--- config.mk ---
export PLATFORM = sky130hd
export DESIGN_NAME = pds_ctrl
export DESIGN_NICKNAME = d
export VERILOG_FILES = /design/src/design/pds_pkg.sv /design/src/design/pds_ctrl.sv
export SDC_FILE = /design/constraint.sdc
export NUM_CORES = 1
export LEC_CHECK = 0
export BUFFER_PORTS_ARGS = -buffer_cell sky130_fd_sc_hd__clkbuf_2
export CAP_MARGIN = 25
export CORE_MARGIN = 2
export CORE_UTILIZATION = 33
export DETAILED_ROUTE_END_ITERATION = 8
export GPL_TIMING_DRIVEN = 0
export SETUP_SLACK_MARGIN = 0.3
export SYNTH_ARGS = -nofsm -noshare
export SYNTH_HDL_FRONTEND = slang
export SYNTH_SLANG_ARGS = --single-unit
--- constraint.sdc ---
create_clock -name vclk -period 3
set_input_delay 0.45 -clock vclk [all_inputs]
set_output_delay 0.45 -clock vclk [all_outputs]
set_load 0.02 [all_outputs]
--- src/design/pds_pkg.sv ---
package pds_pkg;

    // Command codes carried on the cmd port; the eighth code is unused.
    typedef enum logic [2:0] {
        CMD_PUSH_FRONT = 3'd0,
        CMD_PUSH_REAR  = 3'd1,
        CMD_POP_FRONT  = 3'd2,
        CMD_POP_REAR   = 3'd3,
        CMD_EDIT       = 3'd4,
        CMD_INSERT     = 3'd5,
        CMD_REMOVE     = 3'd6
    } cmd_t;

    typedef enum logic [1:0] {
        ST_OK    = 2'd0,
        ST_EMPTY = 2'd1,
        ST_BOUND = 2'd2,
        ST_FULL  = 2'd3
    } status_t;

    // What every cell of the chain does; all cells share the same mode.
    typedef enum logic [1:0] {
        MODE_HOLD  = 2'd0,
        MODE_WRITE = 2'd1,
        MODE_SHR   = 2'd2,
        MODE_SHL   = 2'd3
    } mode_t;

    // Source of the returned value.
    typedef enum logic [1:0] {
        DSEL_ZERO = 2'd0,
        DSEL_NEG  = 2'd1,
        DSEL_READ = 2'd2
    } dsel_t;

    typedef struct packed {
        status_t status;
        dsel_t   dsel;
    } resp_t;

    localparam int DATA_W   = 32;
    localparam int POS_W    = 7;
    localparam int COUNT_W  = 7;
    localparam logic [DATA_W-1:0] NEG_ONE = '1;

endpackage

--- src/design/pds_ctrl.sv ---
module pds_ctrl
    import pds_pkg::*;
#(
    parameter int DEPTH = 64,
    parameter int IDX_W = 6,
    parameter int CNT_W = 7
)
(
    input  logic             fire,
    input  logic [2:0]       cmd,
    input  logic [POS_W-1:0] position,
    input  logic [CNT_W-1:0] count_cur,
    output mode_t            mode,
    output logic [IDX_W-1:0] idx,
    output logic [IDX_W-1:0] rd_idx,
    output resp_t            resp,
    output logic [CNT_W-1:0] count_next
);

    localparam int CMP_W = (CNT_W > POS_W) ? CNT_W : POS_W;

    logic [CMP_W-1:0] pos_ext;
    logic [CMP_W-1:0] cnt_ext;
    logic [CMP_W-1:0] pos_m1;
    logic [CMP_W-1:0] cnt_m1;
    logic [IDX_W-1:0] pos_idx;
    logic [IDX_W-1:0] last_idx;
    logic [IDX_W-1:0] tail_idx;
    logic             pos_ok;
    logic             full;
    logic             empty;

    assign pos_ext  = CMP_W'(position);
    assign cnt_ext  = CMP_W'(count_cur);
    assign pos_m1   = pos_ext - CMP_W'(1);
    assign cnt_m1   = cnt_ext - CMP_W'(1);
    assign pos_idx  = pos_m1[IDX_W-1:0];
    assign last_idx = cnt_m1[IDX_W-1:0];
    assign tail_idx = cnt_ext[IDX_W-1:0];
    assign pos_ok   = (pos_ext != '0) && (pos_ext <= cnt_ext);
    assign full     = (count_cur == CNT_W'(DEPTH));
    assign empty    = (count_cur == '0);

    always_comb
    begin
        mode        = MODE_HOLD;
        idx         = '0;
        rd_idx      = '0;
        resp.status = ST_OK;
        resp.dsel   = DSEL_ZERO;
        count_next  = count_cur;
        unique case (cmd)
            CMD_PUSH_FRONT:
            begin
                if (full)
                begin
                    resp.status = ST_FULL;
                end
                else
                begin
                    mode       = MODE_SHR;
                    count_next = count_cur + CNT_W'(1);
                end
            end
            CMD_PUSH_REAR:
            begin
                if (full)
                begin
                    resp.status = ST_FULL;
                end
                else
                begin
                    mode       = MODE_WRITE;
                    idx        = tail_idx;
                    count_next = count_cur + CNT_W'(1);
                end
            end
            CMD_POP_FRONT:
            begin
                if (empty)
                begin
                    resp.status = ST_EMPTY;
                    resp.dsel   = DSEL_NEG;
                end
                else
                begin
                    mode       = MODE_SHL;
                    resp.dsel  = DSEL_READ;
                    count_next = count_cur - CNT_W'(1);
                end
            end
            CMD_POP_REAR:
            begin
                if (empty)
                begin
                    resp.status = ST_EMPTY;
                    resp.dsel   = DSEL_NEG;
                end
                else
                begin
                    rd_idx     = last_idx;
                    resp.dsel  = DSEL_READ;
                    count_next = count_cur - CNT_W'(1);
                end
            end
            CMD_EDIT:
            begin
                if (!pos_ok)
                begin
                    resp.status = ST_BOUND;
                end
                else
                begin
                    mode = MODE_WRITE;
                    idx  = pos_idx;
                end
            end
            CMD_INSERT:
            begin
                if (!pos_ok)
                begin
                    resp.status = ST_BOUND;
                end
                else if (full)
                begin
                    resp.status = ST_FULL;
                end
                else
                begin
                    mode       = MODE_SHR;
                    idx        = pos_idx;
                    count_next = count_cur + CNT_W'(1);
                end
            end
            CMD_REMOVE:
            begin
                if (!pos_ok)
                begin
                    resp.status = ST_BOUND;
                    resp.dsel   = DSEL_NEG;
                end
                else
                begin
                    mode       = MODE_SHL;
                    idx        = pos_idx;
                    rd_idx     = pos_idx;
                    resp.dsel  = DSEL_READ;
                    count_next = count_cur - CNT_W'(1);
                end
            end
            default:
            begin
                mode = MODE_HOLD;
            end
        endcase
        if (!fire)
        begin
            mode       = MODE_HOLD;
            count_next = count_cur;
        end
    end

endmodule

==> impl_metrics.toml <==
[outcome]
outcome = "complete, no violations"

[sta]
worstMarginPinSlew_ps = 637
timing.final.ws_setup_ps = 32.7
clock.fmax_ghz = 0.337
drv_slew = 0
setup_viol = 0
hold_ws_ps = 1230
period_needed_ps = 2970
timing.final.crit_share_pct = 98.9
maxSlewHeadroom_pct = 57.5
rsz0062_at_grt = "true"
hold_viol_final = 0

[logic_synthesis]
seq_area_frac_synth_pct = 0
syn_nets = 214
yosys.area_share.simple_pct = 34.5
synth_fa_ha_area_share_pct = 12.7
synth_cell_type_count = 47
synth_top_family_by_area = "simple AND/OR/NAND/NOR gates"
synth_xor_area_share_pct = 7.39
muxShareOfSynthArea_pct = 1.69
synth_top_area_cell = "ha_1"
synth.most_common_cell = "nand2_1"
synth_compound_area_share_pct = 34.3
synth_top_area_share_pct = 12.7
syn_area_um2 = 1180
ys_top_cells_by_area = "ha_1 (13%), nand2_1 (5.7%), xnor2_1 (5.2%)"
ys_warn_count = 0
synth_common_cells = "nand2_1 (18), nor2_1 (13), ha_1 (12), inv_1 (11), o21ai_0 (11)"
synthCells = 184
avgSynthCellArea_um2 = 6.44

[worst_setup_path]
criticalPathCategory = "in -> out"
cp-startpoint = "count_cur[1]"
cp_max_fo = 8
crit_required_ps = 2550
critical_path.endpoint_type = "primary output"
crit_arrival_ps = 2520
start_kind = "primary input"
worstSetupEndpoint = "count_next[6]"

[route]
final_antenna_net_count = 0
wirelength_um = 4950
routed-via-count = 1674
vias_per_cell = 5.73
routedWlPerCell_um = 16.9
first_pass_iters = 4
drt_iter0_drc = 93
drc_errors = 0

[pwr]
power_leakage_nw = 0.887
ir_drop_mv = 0.117
p_per_area_nw_per_um2 = 171

[hold_path]
hp-class = "in -> out"
hold_path_depth = 4

[final_layout]
nFillCells = 259
diodes = 0
drive_gt1_share_pct = 54.9
seq_area_um2 = 0
num-clock-buffers = 0
fin_util_pct = 69.6
finalNonFillerCells = 292
nets = 278
synthToLayoutAreaGrowth_pct = 99.0
seq_cell_count = 0
multi_input_area_um2 = 1490

[die]
initial_utilization_pct = 35.0
die_w_um = 63.9
std_cell_rows = 21
core-area_um2 = 3390
num_io_pins = 43
dieArea_um2 = 4090
fp.dieH_um = 63.9

[global_routing]
grt_max_degree = 11
grt_pass1_vias = 1529
antenna_found_initial = 0
overflow = 0
grt_usage_pct = 22.3
grt_pass1_wl_um = 7420

[place]
post-dp-hpwl_um = 3270
dp_slack_ps = -250
dpl.cell_count = 269
numPortBuffers = 39
gp_congestion = 0.850

[job]
drv_cap = 0
-- layout make-up --
type | instances | share of cell area (%)
Multi-Input combinational cell | 159 | 63.2
Tap cell | 46 | 2.44
Buffer | 13 | 5.68
Inverter | 12 | 3.40
Timing Repair Buffer | 62 | 25.3
-- repair_timing --
action,4_1_cts,5_1_grt
pin swaps,25,26
hold buffers,0,0
resized for setup,79,80
endpoints found under the setup margin,25,25
setup buffers,20,3
-- worst max-delay path, cell delays in order --
cell and delay, ps:
clkbuf_16 130, inv_8 50, ha_4 110, or3b_4 370
buf_6 140, or4_4 420, buf_8 170, nand2b_4 80
a31oi_4 130, a211oi_2 200, o22ai_1 100, buf_4 160
-- cell families after synthesis --
family / count (synthesis)
xor+xnor: 10
simple gates: 77
compound gates: 58
buf+inv: 25
mux: 2
fa+ha+maj: 12
-- how the worst min path moves through the flow --
stage                      start            end  slack, ps
floorplan           count_cur[0]  count_next[0]       1040
global placement     position[0]         idx[0]       1290
detailed placement   position[0]         idx[0]       1280
CTS                  position[0]         idx[0]       1240
global route         position[0]         idx[0]       1250
finish              count_cur[3]         idx[3]       1230
-- routing by layer --
layer | routed length, um | global-route usage, % | vias up
li1 | - | - | 818
met1 | 2160 | 30.4 | 785
met2 | 2460 | 39.2 | 67
met3 | 284 | 0.880 | 4
met4 | 37 | 3.80 | 0
met5 | 0 | 0 | -
-- through the flow --
step	power (mW)	TNS [ps]	instance area (um2)
after global placement	0.255	-1380	1550
after global routing	0.429	-135	2360
final	0.403	0	2360
after floorplan	0.178	0	1300
after CTS	0.340	0	2080
after detailed placement	0.254	-1510	1550
-- report_power, final --
part,total [mW],internal (mW),leakage (nW),switching [mW]
combinational,0.403,0.191,0.887,0.212
clock,0,0,0,0
sequential,0,0,0,0
total,0.403,0.191,0.887,0.212
-- layout by cell type, fill, tap and decap left out, types with 4 or more instances in the layout --
| cell | count |
|---|---|
| a21oi_2 | 5 |
| a31oi_1 | 4 |
| buf_4 | 17 |
| buf_6 | 23 |
| buf_8 | 4 |
| clkbuf_1 | 6 |
| clkbuf_2 | 12 |
| clkbuf_8 | 7 |
| ha_1 | 4 |
| ha_4 | 8 |
| inv_1 | 4 |
| inv_4 | 4 |
| nand2_1 | 18 |
| nand2b_1 | 5 |
| nand3_1 | 6 |
| nor2_1 | 9 |
| nor2b_1 | 5 |
| nor3_1 | 5 |
| o21ai_2 | 7 |
| o22ai_2 | 5 |
| xnor2_1 | 7 |
No activity file was read; power rests on OpenSTA's default activity.
