### src/design/pds_pkg.sv
package pds_pkg;

    // Command codes carried on the cmd port; the eighth code is unused.
    typedef enum logic [2:0] {
        CMD_PUSH_FRONT = 3'd0,
        CMD_PUSH_REAR  = 3'd1,
        CMD_POP_FRONT  = 3'd2,
        CMD_POP_REAR   = 3'd3,
        CMD_EDIT       = 3'd4,
        CMD_INSERT     = 3'd5,
        CMD_REMOVE     = 3'd6
    } cmd_t;

    typedef enum logic [1:0] {
        ST_OK    = 2'd0,
        ST_EMPTY = 2'd1,
        ST_BOUND = 2'd2,
        ST_FULL  = 2'd3
    } status_t;

    // What every cell of the chain does; all cells share the same mode.
    typedef enum logic [1:0] {
        MODE_HOLD  = 2'd0,
        MODE_WRITE = 2'd1,
        MODE_SHR   = 2'd2,
        MODE_SHL   = 2'd3
    } mode_t;

    // Source of the returned value.
    typedef enum logic [1:0] {
        DSEL_ZERO = 2'd0,
        DSEL_NEG  = 2'd1,
        DSEL_READ = 2'd2
    } dsel_t;

    typedef struct packed {
        status_t status;
        dsel_t   dsel;
    } resp_t;

    localparam int DATA_W   = 32;
    localparam int POS_W    = 7;
    localparam int COUNT_W  = 7;
    localparam logic [DATA_W-1:0] NEG_ONE = '1;

endpackage

### src/design/pds_cell.sv
module pds_cell
    import pds_pkg::*;
#(
    parameter int IDX_W = 6,
    parameter int INDEX = 0
)
(
    input  logic                     clk,
    input  mode_t                    mode,
    input  logic [IDX_W-1:0]         idx,
    input  logic [IDX_W-1:0]         rd_idx,
    input  logic signed [DATA_W-1:0] data_in,
    input  logic signed [DATA_W-1:0] left_val,
    input  logic signed [DATA_W-1:0] right_val,
    output logic signed [DATA_W-1:0] value,
    output logic signed [DATA_W-1:0] rd_val
);

    localparam logic [IDX_W-1:0] MY_IDX = IDX_W'(INDEX);

    logic signed [DATA_W-1:0] value_reg;
    logic signed [DATA_W-1:0] value_next;
    logic                     at_idx;
    logic                     past_idx;

    assign at_idx   = (MY_IDX == idx);
    assign past_idx = (MY_IDX > idx);

    always_comb
    begin
        value_next = value_reg;
        unique case (mode)
            MODE_WRITE:
            begin
                if (at_idx)
                begin
                    value_next = data_in;
                end
            end
            MODE_SHR:
            begin
                if (at_idx)
                begin
                    value_next = data_in;
                end
                else if (past_idx)
                begin
                    value_next = left_val;
                end
            end
            MODE_SHL:
            begin
                if (at_idx || past_idx)
                begin
                    value_next = right_val;
                end
            end
            default:
            begin
                value_next = value_reg;
            end
        endcase
    end

    always_ff @(posedge clk)
    begin
        value_reg <= value_next;
    end

    assign value  = value_reg;
    assign rd_val = (MY_IDX == rd_idx) ? value_reg : '0;

endmodule

### config.mk
export PLATFORM = sky130hd
export DESIGN_NAME = pds_cell
export DESIGN_NICKNAME = d
export VERILOG_FILES = /design/src/design/pds_pkg.sv /design/src/design/pds_cell.sv
export SDC_FILE = /design/constraint.sdc
export NUM_CORES = 1
export LEC_CHECK = 0
export ABC_AREA = 0
export BUFFER_PORTS_ARGS = -buffer_cell sky130_fd_sc_hd__buf_2
export CAP_MARGIN = 15
export CORE_ASPECT_RATIO = 1.5
export CORE_MARGIN = 4
export CORE_UTILIZATION = 43
export DETAILED_ROUTE_END_ITERATION = 8
export GPL_TIMING_DRIVEN = 0
export PLACE_DENSITY = 0.84
export REMOVE_ABC_BUFFERS = 1
export SLEW_MARGIN = 20
export SYNTH_ARGS = -nofsm -noshare
export SYNTH_HDL_FRONTEND = slang
export SYNTH_SLANG_ARGS = --single-unit
### constraint.sdc
create_clock -name clk -period 11.9 [get_ports clk]
set_clock_uncertainty 0.1 [all_clocks]
set_input_delay 3.57 -clock clk [delete_from_list [all_inputs] [get_ports clk]]
set_output_delay 3.57 -clock clk [all_outputs]
set_load 0.05 [all_outputs]
==> results of run 1 <==
==> per-layer routing <==
metal | global-route usage, % | wire length (um) | up-vias | share of wire [%]
met5 | 0 | 0 | - | 0
met4 | 12.7 | 228 | 0 | 3.2
met3 | 5.56 | 589 | 20 | 8.3
met2 | 41.7 | 3970 | 118 | 56
met1 | 21.8 | 2350 | 1042 | 33
li1 | - | - | 1097 | -
==> worst max-delay path: stages <==
cell and delay, ps:
buf_2 90, or4_1 560, nor3_4 700, and2_1 230
buf_2 260
==> cells in the mapped netlist <==
| library cell | count | area, um^2 |
|---|---|---|
| a2bb2oi_1 | 1 | 8.76 |
| and2_1 | 32 | 200 |
| buf_2 | 1 | 5.00 |
| buf_6 | 6 | 67.6 |
| clkbuf_1 | 7 | 26.3 |
| clkbuf_2 | 3 | 15.0 |
| edfxtp_1 | 32 | 961 |
| ha_1 | 3 | 37.5 |
| inv_1 | 35 | 131 |
| nand2_1 | 64 | 240 |
| nor3_1 | 1 | 5.00 |
| nor3_2 | 1 | 10.0 |
| nor3_4 | 1 | 16.3 |
| o221ai_1 | 1 | 8.76 |
| o221ai_2 | 31 | 465 |
| o22a_4 | 1 | 17.5 |
| or3b_1 | 1 | 8.76 |
| or4_1 | 1 | 7.51 |
| or4_4 | 1 | 11.3 |
==> area by class of cell <==
| cell class | instances | area, um^2 |
|---|---|---|
| inverter | 35 | 131 |
| sequential | 32 | 961 |
| fill | 427 | 1650 |
| tap | 66 | 82.6 |
| timing repair buffer | 177 | 925 |
| clock buffer | 5 | 68.8 |
| clock inverter | 3 | 42.5 |
| multi-input combinational | 139 | 1070 |
==> cells by family after synthesis <==
family | count (synthesis) | share of synthesized area (%)
simple gates | 102 | 22.3
buf+inv | 52 | 10.9
compound gates | 34 | 22.3
flops | 32 | 42.8
fa+ha+maj | 3 | 1.67
==> layout by cell type (no fill, tap or decap), drive strengths merged <==
master,Yosys,routed
o221ai,32,32
or3b,1,1
ha,3,3
nor3,3,3
clkinv,0,1
o22a,1,1
edfxtp,32,32
nand2,64,64
bufinv,0,1
buf,7,177
clkinvlp,0,1
inv,35,35
clkbuf,10,5
and2,32,32
or4,2,2
a2bb2oi,1,1
==> power breakdown <==
part           leakage, nW  switching (mW)  total (mW)  internal, mW
Clock               0.0541          0.0432       0.105        0.0620
Combinational         1.25          0.0888       0.129        0.0400
Sequential           0.297         0.00676       0.150         0.143
Total                 1.60           0.139       0.384         0.245
==> path summary, 6_finish.rpt <==
| check | from | slack [ps] | to |
|---|---|---|---|
| max | rd_idx[3] | 2810 | rd_val[26] |
| min | right_val[1] | 3460 | value[1] |
==> flow_metrics.py, run 1 <==
metrics = {
    "logic_synthesis": {
        "syn_inst": 223,
        "syn_area_mm2": 0.00224,
        "syn-mean-instance-area_um2": 10.1,
        "synth_seq_cells": 32,
        "yosys_warnings": 0,
        "synth-seq-area-share_pct": 42.8,
        "synth.distinct_cells": 19,
    },
    "sta": {
        "rsz0062_at_grt": "no",
        "setup_violations": 0,
        "min_period_ps": 9090,
        "hold_viol_final": 0,
        "relSlewSlack_pct": 41.1,
        "tns_ps": 0,
        "slew_violations": 0,
        "timing.fmax_mhz": 110,
        "period_share_pct": 76.4,
        "hold_ws_ps": 3460,
        "layout_setup_ws_ps": 2810,
        "tightestPinTransition_ps": 881,
    },
    "clock_tree": {
        "cts-root-buf": "clkbuf_8",
        "cts.sinks": 32,
        "cts_made_buffers": 5,
        "ctsHoldBuffers": 0,
        "cts_tree": "done",
        "postCtsSetupBuffers": 0,
        "clk_pin_slew_worst_paths_ps": 80,
        "post_cts_resized": 0,
        "clk_path_buf_depth": 2,
        "htreeDepth": 2,
    },
    "layout": {
        "finalNonFillerCells": 457,
        "final_nets": 504,
        "utilization_pct": 66.5,
        "syn_to_final_growth_pct": 46.1,
        "antenna_cells": 0,
        "finalInstanceArea_mm2": 0.00328,
        "drive_above_1_share_pct": 57.0,
        "largest_reg_flops": 32,
    },
    "worst_setup_path": {
        "cp.arrival_ps": 5420,
        "endpoint_kind": "output port",
        "path_max_fanout": 32,
        "crit_type": "input port to output port",
        "worstSetupStartpointType": "input port",
        "cp.required_ps": 8230,
    },
    "pwr": {
        "vdd_drop_max_uv": 70.5,
        "cellLeakagePower_nw": 1.60,
        "power_density_mw_per_mm2": 117,
        "power_mw": 0.384,
    },
    "floorplanning": {
        "die_x_um": 67.0,
        "rows": 31,
        "coreArea_mm2": 0.00493,
        "start_util_pct": 45.5,
        "floorplan.die_area_mm2": 0.00646,
        "ios": 175,
        "chipHeight_um": 96.5,
    },
    "detailed_routing": {
        "avgViaCountPerCell": 4.98,
        "drt_wl_total_um": 7140,
        "drc": 0,
        "drt_iter0_markers": 78,
        "firstDrtPassIters": 6,
        "routedWlPerCell_um": 15.6,
        "via_count": 2277,
        "ant_nets": 0,
    },
    "global_route": {
        "grt_max_degree": 36,
        "antenna_found_initial": 0,
        "grt_util_all_layers_pct": 22.3,
        "grt.overflow.total": 0,
        "grt_pass1_vias": 2294,
        "grt_pass1_wl_um": 10600,
    },
    "place": {
        "io_buffer_count": 174,
        "hpwlAfterDp_um": 5550,
        "dp_cells": 449,
        "pre_cts_ws_ps": 2740,
        "gp_congestion": 0.769,
        "place_area_mm2": 0.00317,
    },
    "min_path": {
        "holdPathStages": 3,
        "hold_path_class": "input port to register",
    },
    "outcome": {
        "run_status": "complete, no violations",
    },
    "run": {
        "drv_cap": 0,
    },
}
No activity file was read; power rests on OpenSTA's default activity.
==> inputs of run 2 (changes only) <==
--- a/config.mk
+++ b/config.mk
@@ -10,10 +10,10 @@
 export CAP_MARGIN = 15
 export CORE_ASPECT_RATIO = 1.5
 export CORE_MARGIN = 4
-export CORE_UTILIZATION = 43
+export CORE_UTILIZATION = 40
 export DETAILED_ROUTE_END_ITERATION = 8
 export GPL_TIMING_DRIVEN = 0
-export PLACE_DENSITY = 0.84
+export PLACE_DENSITY = 0.79
 export REMOVE_ABC_BUFFERS = 1
 export SLEW_MARGIN = 20
 export SYNTH_ARGS = -nofsm -noshare
==> constraint.sdc (replaced) <==
create_clock -name clk -period 9.55 [get_ports clk]
set_clock_uncertainty 0.1 [all_clocks]
set_input_delay 2.865 -clock clk [delete_from_list [all_inputs] [get_ports clk]]
set_output_delay 2.865 -clock clk [all_outputs]
set_load 0.05 [all_outputs]
==> run 2 against run 1 <==
Clock power grew 19%. Critical path depth did not move. Sequential share of layout area about the same. Hold slack lost 700 ps. Wire length down 3.2%.
==> flow_metrics.py, run 2 (synthesis gave the netlist of run 1 again) <==
metrics = {
    "outcome": {
        "run_status": "complete, no violations",
    },
    "worst_setup_path": {
        "crit_type": "input port to output port",
        "crit_buf_inv": 2,
        "cpMostUsedCell": "buf_2",
        "cp_slowest_stage_delay_ps": 720,
        "endpoint_kind": "output port",
        "slowest_stage": "nor3_4",
        "crit_chain": "buf_2, or4_1, nor3_4, and2_1, buf_2",
        "cp.required_ps": 6590,
        "worstSetupStartpointType": "input port",
        "path_max_fanout": 32,
        "cp.arrival_ps": 4770,
        "path_delay_family": "simple AND/OR/NAND/NOR gates",
    },
    "min_path": {
        "hold_path_class": "input port to register",
    },
    "place": {
        "dp_cells": 453,
        "hpwlAfterDp_um": 5330,
        "io_buffer_count": 174,
        "gp_congestion": 0.814,
        "place_area_mm2": 0.00317,
    },
    "floorplanning": {
        "rows": 33,
        "ios": 175,
        "chipHeight_um": 99.7,
        "floorplan.die_area_mm2": 0.00690,
        "coreArea_mm2": 0.00545,
        "die_x_um": 69.1,
        "start_util_pct": 41.2,
    },
    "pwr": {
        "pwr-share-clk_pct": 26.6,
        "cellLeakagePower_nw": 1.60,
        "vdd_drop_max_uv": 77.2,
        "pwr-share-comb_pct": 33.8,
        "p_seq_share_pct": 39.6,
        "swShare_pct": 35.5,
        "p_sw_mw": 0.168,
        "power_density_mw_per_mm2": 144,
        "internal_power_mw": 0.304,
    },
    "detailed_routing": {
        "drt_iter0_markers": 89,
        "drc": 0,
        "firstDrtPassIters": 4,
        "drt_wl_total_um": 6910,
        "via_count": 2229,
        "ant_nets": 0,
        "routedWlPerCell_um": 15.0,
        "avgViaCountPerCell": 4.84,
    },
    "layout": {
        "finalInstanceArea_mm2": 0.00328,
        "largest_reg_flops": 32,
        "final_nets": 504,
        "antenna_cells": 0,
        "syn_to_final_growth_pct": 46.2,
        "finalNonFillerCells": 461,
        "final_cell_mix": "174 x buf_2, 64 x nand2_1, 35 x inv_1",
        "utilization_pct": 60.2,
        "num-fill-cells": 491,
        "drive_above_1_share_pct": 56.5,
        "layout_commonest_cell": "buf_2",
    },
    "sta": {
        "slew_violations": 0,
        "period_share_pct": 81.0,
        "min_period_ps": 7730,
        "relSlewSlack_pct": 38.7,
        "tns_ps": 0,
        "rsz0062_at_grt": "no",
        "hold_viol_final": 0,
        "setup_violations": 0,
        "timing.fmax_mhz": 129,
        "tightestPinTransition_ps": 916,
    },
    "clock_tree": {
        "cts_tree": "done",
        "cts-root-buf": "clkbuf_8",
        "cts_made_buffers": 5,
        "cts.sinks": 32,
        "post_cts_resized": 0,
        "postCtsSetupBuffers": 0,
        "clk_pin_slew_worst_paths_ps": 70,
        "htreeDepth": 2,
        "ctsHoldBuffers": 0,
        "clk_path_buf_depth": 2,
    },
    "global_route": {
        "grt.overflow.total": 0,
        "grt_util_all_layers_pct": 19.5,
        "antenna_found_initial": 0,
        "grt_max_degree": 36,
        "grt_pass1_wl_um": 10800,
        "grt_pass1_vias": 2247,
    },
    "run": {
        "drv_cap": 0,
    },
}
run 2: path summary, 6_finish.rpt:
path,start,endpoint,slack (ps),cells past startpoint
hold / removal,right_val[6],value[6],2760,3
setup / recovery,rd_idx[3],rd_val[30],1820,5
run 2: area by class of cell:
| cell class | instances | area (um^2) | area share [%] |
|---|---|---|---|
| Multi-Input combinational cell | 139 | 1070 | 32.5 |
| Sequential cell | 32 | 961 | 29.3 |
| Timing Repair Buffer | 177 | 928 | 28.3 |
| Inverter | 35 | 131 | 4.00 |
| Tap cell | 70 | 87.6 | 2.67 |
| Clock buffer | 5 | 68.8 | 2.10 |
| Clock inverter | 3 | 37.5 | 1.14 |
run 2: metrics by stage:
| stage | hold WS (ps) | power [mW] | worst slack, ps |
|---|---|---|---|
| 6_report | 2760 | 0.472 | 1820 |
| 4_1_cts | 2760 | 0.476 | 1790 |
| 5_1_grt | 2760 | 0.494 | 1660 |
| 2_1_floorplan | 2960 | 0.296 | 2030 |
| 3_5_place_dp | 3050 | 0.351 | 1790 |
| 3_3_place_gp | 3040 | 0.344 | 1450 |
run 2: power groups by stage:
| stage | combinational [mW] | sequential (mW) | clock, mW |
|---|---|---|---|
| final | 0.160 | 0.187 | 0.125 |
| after global routing | 0.169 | 0.189 | 0.136 |
| after CTS | 0.161 | 0.187 | 0.128 |
| after detailed placement | 0.161 | 0.190 | 0 |
| after global placement | 0.154 | 0.190 | 0 |
| after floorplan | 0.0423 | 0.253 | 0 |
run 2: worst min-delay path: cells and delay by family:
kind                   cells  cell delay [ps]
AO/OA/AOI/OAI              1               50
buffers and inverters      1               70
AND/OR/NAND/NOR            1               50
run 2: layer usage:
layer,global-route usage (%),up-vias,part of all wire (%)
met2,37.7,90,57
li1,-,1096,-
met5,0,-,0
met4,6.32,0,2.0
met1,20.4,1029,35
met3,4.75,14,5.9
==> inputs of run 3 (changes only) <==
--- a/config.mk
+++ b/config.mk
@@ -5,15 +5,15 @@
 export SDC_FILE = /design/constraint.sdc
 export NUM_CORES = 1
 export LEC_CHECK = 0
-export ABC_AREA = 0
+export ABC_AREA = 1
 export BUFFER_PORTS_ARGS = -buffer_cell sky130_fd_sc_hd__buf_2
 export CAP_MARGIN = 15
 export CORE_ASPECT_RATIO = 1.5
 export CORE_MARGIN = 4
-export CORE_UTILIZATION = 40
+export CORE_UTILIZATION = 38
 export DETAILED_ROUTE_END_ITERATION = 8
 export GPL_TIMING_DRIVEN = 0
-export PLACE_DENSITY = 0.79
+export PLACE_DENSITY = 0.75
 export REMOVE_ABC_BUFFERS = 1
 export SLEW_MARGIN = 20
 export SYNTH_ARGS = -nofsm -noshare
==> constraint.sdc (replaced) <==
create_clock -name clk -period 6.8 [get_ports clk]
set_clock_uncertainty 0.1 [all_clocks]
set_input_delay 2.04 -clock clk [delete_from_list [all_inputs] [get_ports clk]]
set_output_delay 2.04 -clock clk [all_outputs]
set_load 0.05 [all_outputs]
==> run 3 against run 2 <==
Area after synthesis grew 14%. Die area is 18% higher. Sequential share of layout area shrank 1.9 points. Final cell count increased by 30%. Synthesized cell count is 63% higher. Design area rose by 6.8%. Clock power rose by 12%. Non-clock buffer count is 1 lower.
==> flow_metrics.py, run 3 <==
metrics = {
    "floorplanning": {
        "chipHeight_um": 109,
        "ios": 175,
        "start_util_pct": 39.2,
        "floorplan.die_area_mm2": 0.00815,
        "die_x_um": 75.1,
        "coreArea_mm2": 0.00653,
        "rows": 36,
    },
    "global_route": {
        "antenna_found_initial": 0,
        "grt_pass1_vias": 2912,
        "grt.overflow.total": 0,
        "grt_max_degree": 35,
        "grt_pass1_wl_um": 13300,
        "grt_util_all_layers_pct": 21.0,
    },
    "sta": {
        "relSlewSlack_pct": 40.2,
        "hold_ws_ps": 1960,
        "setup_violations": 0,
        "hold_viol_final": 0,
        "layout_setup_ws_ps": 1290,
        "timing.fmax_mhz": 181,
        "period_share_pct": 81.1,
        "slew_violations": 0,
        "rsz0062_at_grt": "no",
        "tightestPinTransition_ps": 895,
        "min_period_ps": 5510,
        "tns_ps": 0,
    },
    "worst_setup_path": {
        "slowest_stage": "nand3_2",
        "crit_type": "input port to output port",
        "crit_buf_inv": 2,
        "path_max_fanout": 32,
        "cp_slowest_stage_delay_ps": 530,
        "path_delay_family": "simple AND/OR/NAND/NOR gates",
        "cp-endpoint": "rd_val[7]",
        "cp.depth": 5,
        "worstSetupStartpointType": "input port",
        "endpoint_kind": "output port",
        "crit_start": "rd_idx[5]",
        "crit_chain": "buf_2, nor2_1, nand3_2, nor2_1, buf_2",
        "cp.required_ps": 4660,
        "cp.arrival_ps": 3370,
    },
    "layout": {
        "finalInstanceArea_mm2": 0.00350,
        "antenna_cells": 0,
        "final_nets": 635,
        "layout_commonest_cell": "buf_2",
        "final_cell_mix": "174 x buf_2, 100 x inv_1, 65 x nand2_1",
        "syn_to_final_growth_pct": 36.8,
        "largest_reg_flops": 32,
        "finalNonFillerCells": 597,
        "drive_above_1_share_pct": 36.5,
        "utilization_pct": 53.7,
    },
    "logic_synthesis": {
        "syn_area_mm2": 0.00256,
        "yosys_warnings": 0,
        "synth.distinct_cells": 15,
        "ys_async_sr_fraction_pct": 0,
        "synth_top_area_cell": "edfxtp_1",
        "syn-mean-instance-area_um2": 7.04,
        "synth_seq_cells": 32,
        "syn_inst": 364,
        "synth-seq-area-share_pct": 37.5,
        "synth_edf_count": 32,
        "yosys-top-cells-count": "100 x inv_1, 65 x nand2_1, 35 x nor2_1, 33 x a22oi_1, 33 x nand3_1",
        "synth_top_area_share_pct": 37.5,
        "yosysMostFrequentCell": "inv_1",
        "synth_ff_type": "edfxtp_1",
        "synthTopCellsByArea": "edfxtp_1 38%, inv_1 15%, a22oi_1 9.7%, nand2_1 9.5%, nand4_1 7.8%",
    },
    "place": {
        "gp_congestion": 0.777,
        "place_area_mm2": 0.00343,
        "io_buffer_count": 174,
        "hpwlAfterDp_um": 6240,
        "dp_cells": 590,
        "pre_cts_ws_ps": 1260,
    },
    "clock_tree": {
        "post_cts_resized": 0,
        "cts_tree": "done",
        "clk_path_buf_depth": 2,
        "htreeDepth": 2,
        "clk_pin_slew_worst_paths_ps": 70,
        "postCtsSetupBuffers": 0,
        "cts-root-buf": "clkbuf_8",
        "cts.sinks": 32,
        "cts_made_buffers": 5,
        "ctsHoldBuffers": 0,
    },
    "pwr": {
        "power_density_mw_per_mm2": 184,
        "power_mw": 0.646,
        "cellLeakagePower_nw": 2.13,
        "vdd_drop_max_uv": 78.3,
    },
    "run": {
        "drv_cap": 0,
    },
    "detailed_routing": {
        "firstDrtPassIters": 4,
        "routedWlPerCell_um": 14.9,
        "ant_nets": 0,
        "drt_wl_total_um": 8880,
        "avgViaCountPerCell": 5.07,
        "drc": 0,
        "via_count": 3027,
        "drt_iter0_markers": 264,
    },
    "min_path": {
        "worstHoldStart": "right_val[5]",
        "hold_path_class": "input port to register",
    },
    "outcome": {
        "run_status": "complete, no violations",
    },
}
## run 3: cell type report
type | count | area [um^2]
Fill cell | 669 | 3030
Multi-Input combinational cell | 206 | 1100
Sequential cell | 32 | 961
Timing Repair Buffer | 176 | 893
Inverter | 100 | 375
Tap cell | 76 | 95.1
Clock buffer | 5 | 68.8
Clock inverter | 2 | 7.51
## run 3: report_power, final
group          internal (mW)  total [mW]  switching (mW)
registers              0.251       0.264          0.0130
logic                 0.0679       0.243           0.175
clock network         0.0676       0.140          0.0719
## run 3: how the worst min path moves through the flow
stage          cells after the start         to  slack (ps)
3_3_place_gp                       3  value[15]        2240
5_1_grt                            3  value[16]        1950
2_1_floorplan                      2   value[0]        2140
4_1_cts                            3   value[5]        1960
3_5_place_dp                       3  value[21]        2250
6_report                           3   value[5]        1960
## run 3: tightest hold or removal path: stages
cell	delay, ps
buf_2	70
a22oi_1	60
nand2_1	60
## run 3: routing by layer
metal | share of wire, % | GRT usage, % | up-vias
met3 | 6.4 | 2.88 | 16
li1 | - | - | 1479
met4 | 1.9 | 7.38 | 0
met2 | 57 | 40.5 | 127
met5 | 0 | 0 | -
met1 | 35 | 22.1 | 1405
## run 3: cells by family (layout without fill, tap and decap cells)
family	count (synthesis)	after routing	synth area share (%)
simple gates	170	170	31.3
buf+inv	126	283	20.0
compound gates	33	33	9.67
flops	32	32	37.5
fa+ha+maj	3	3	1.46
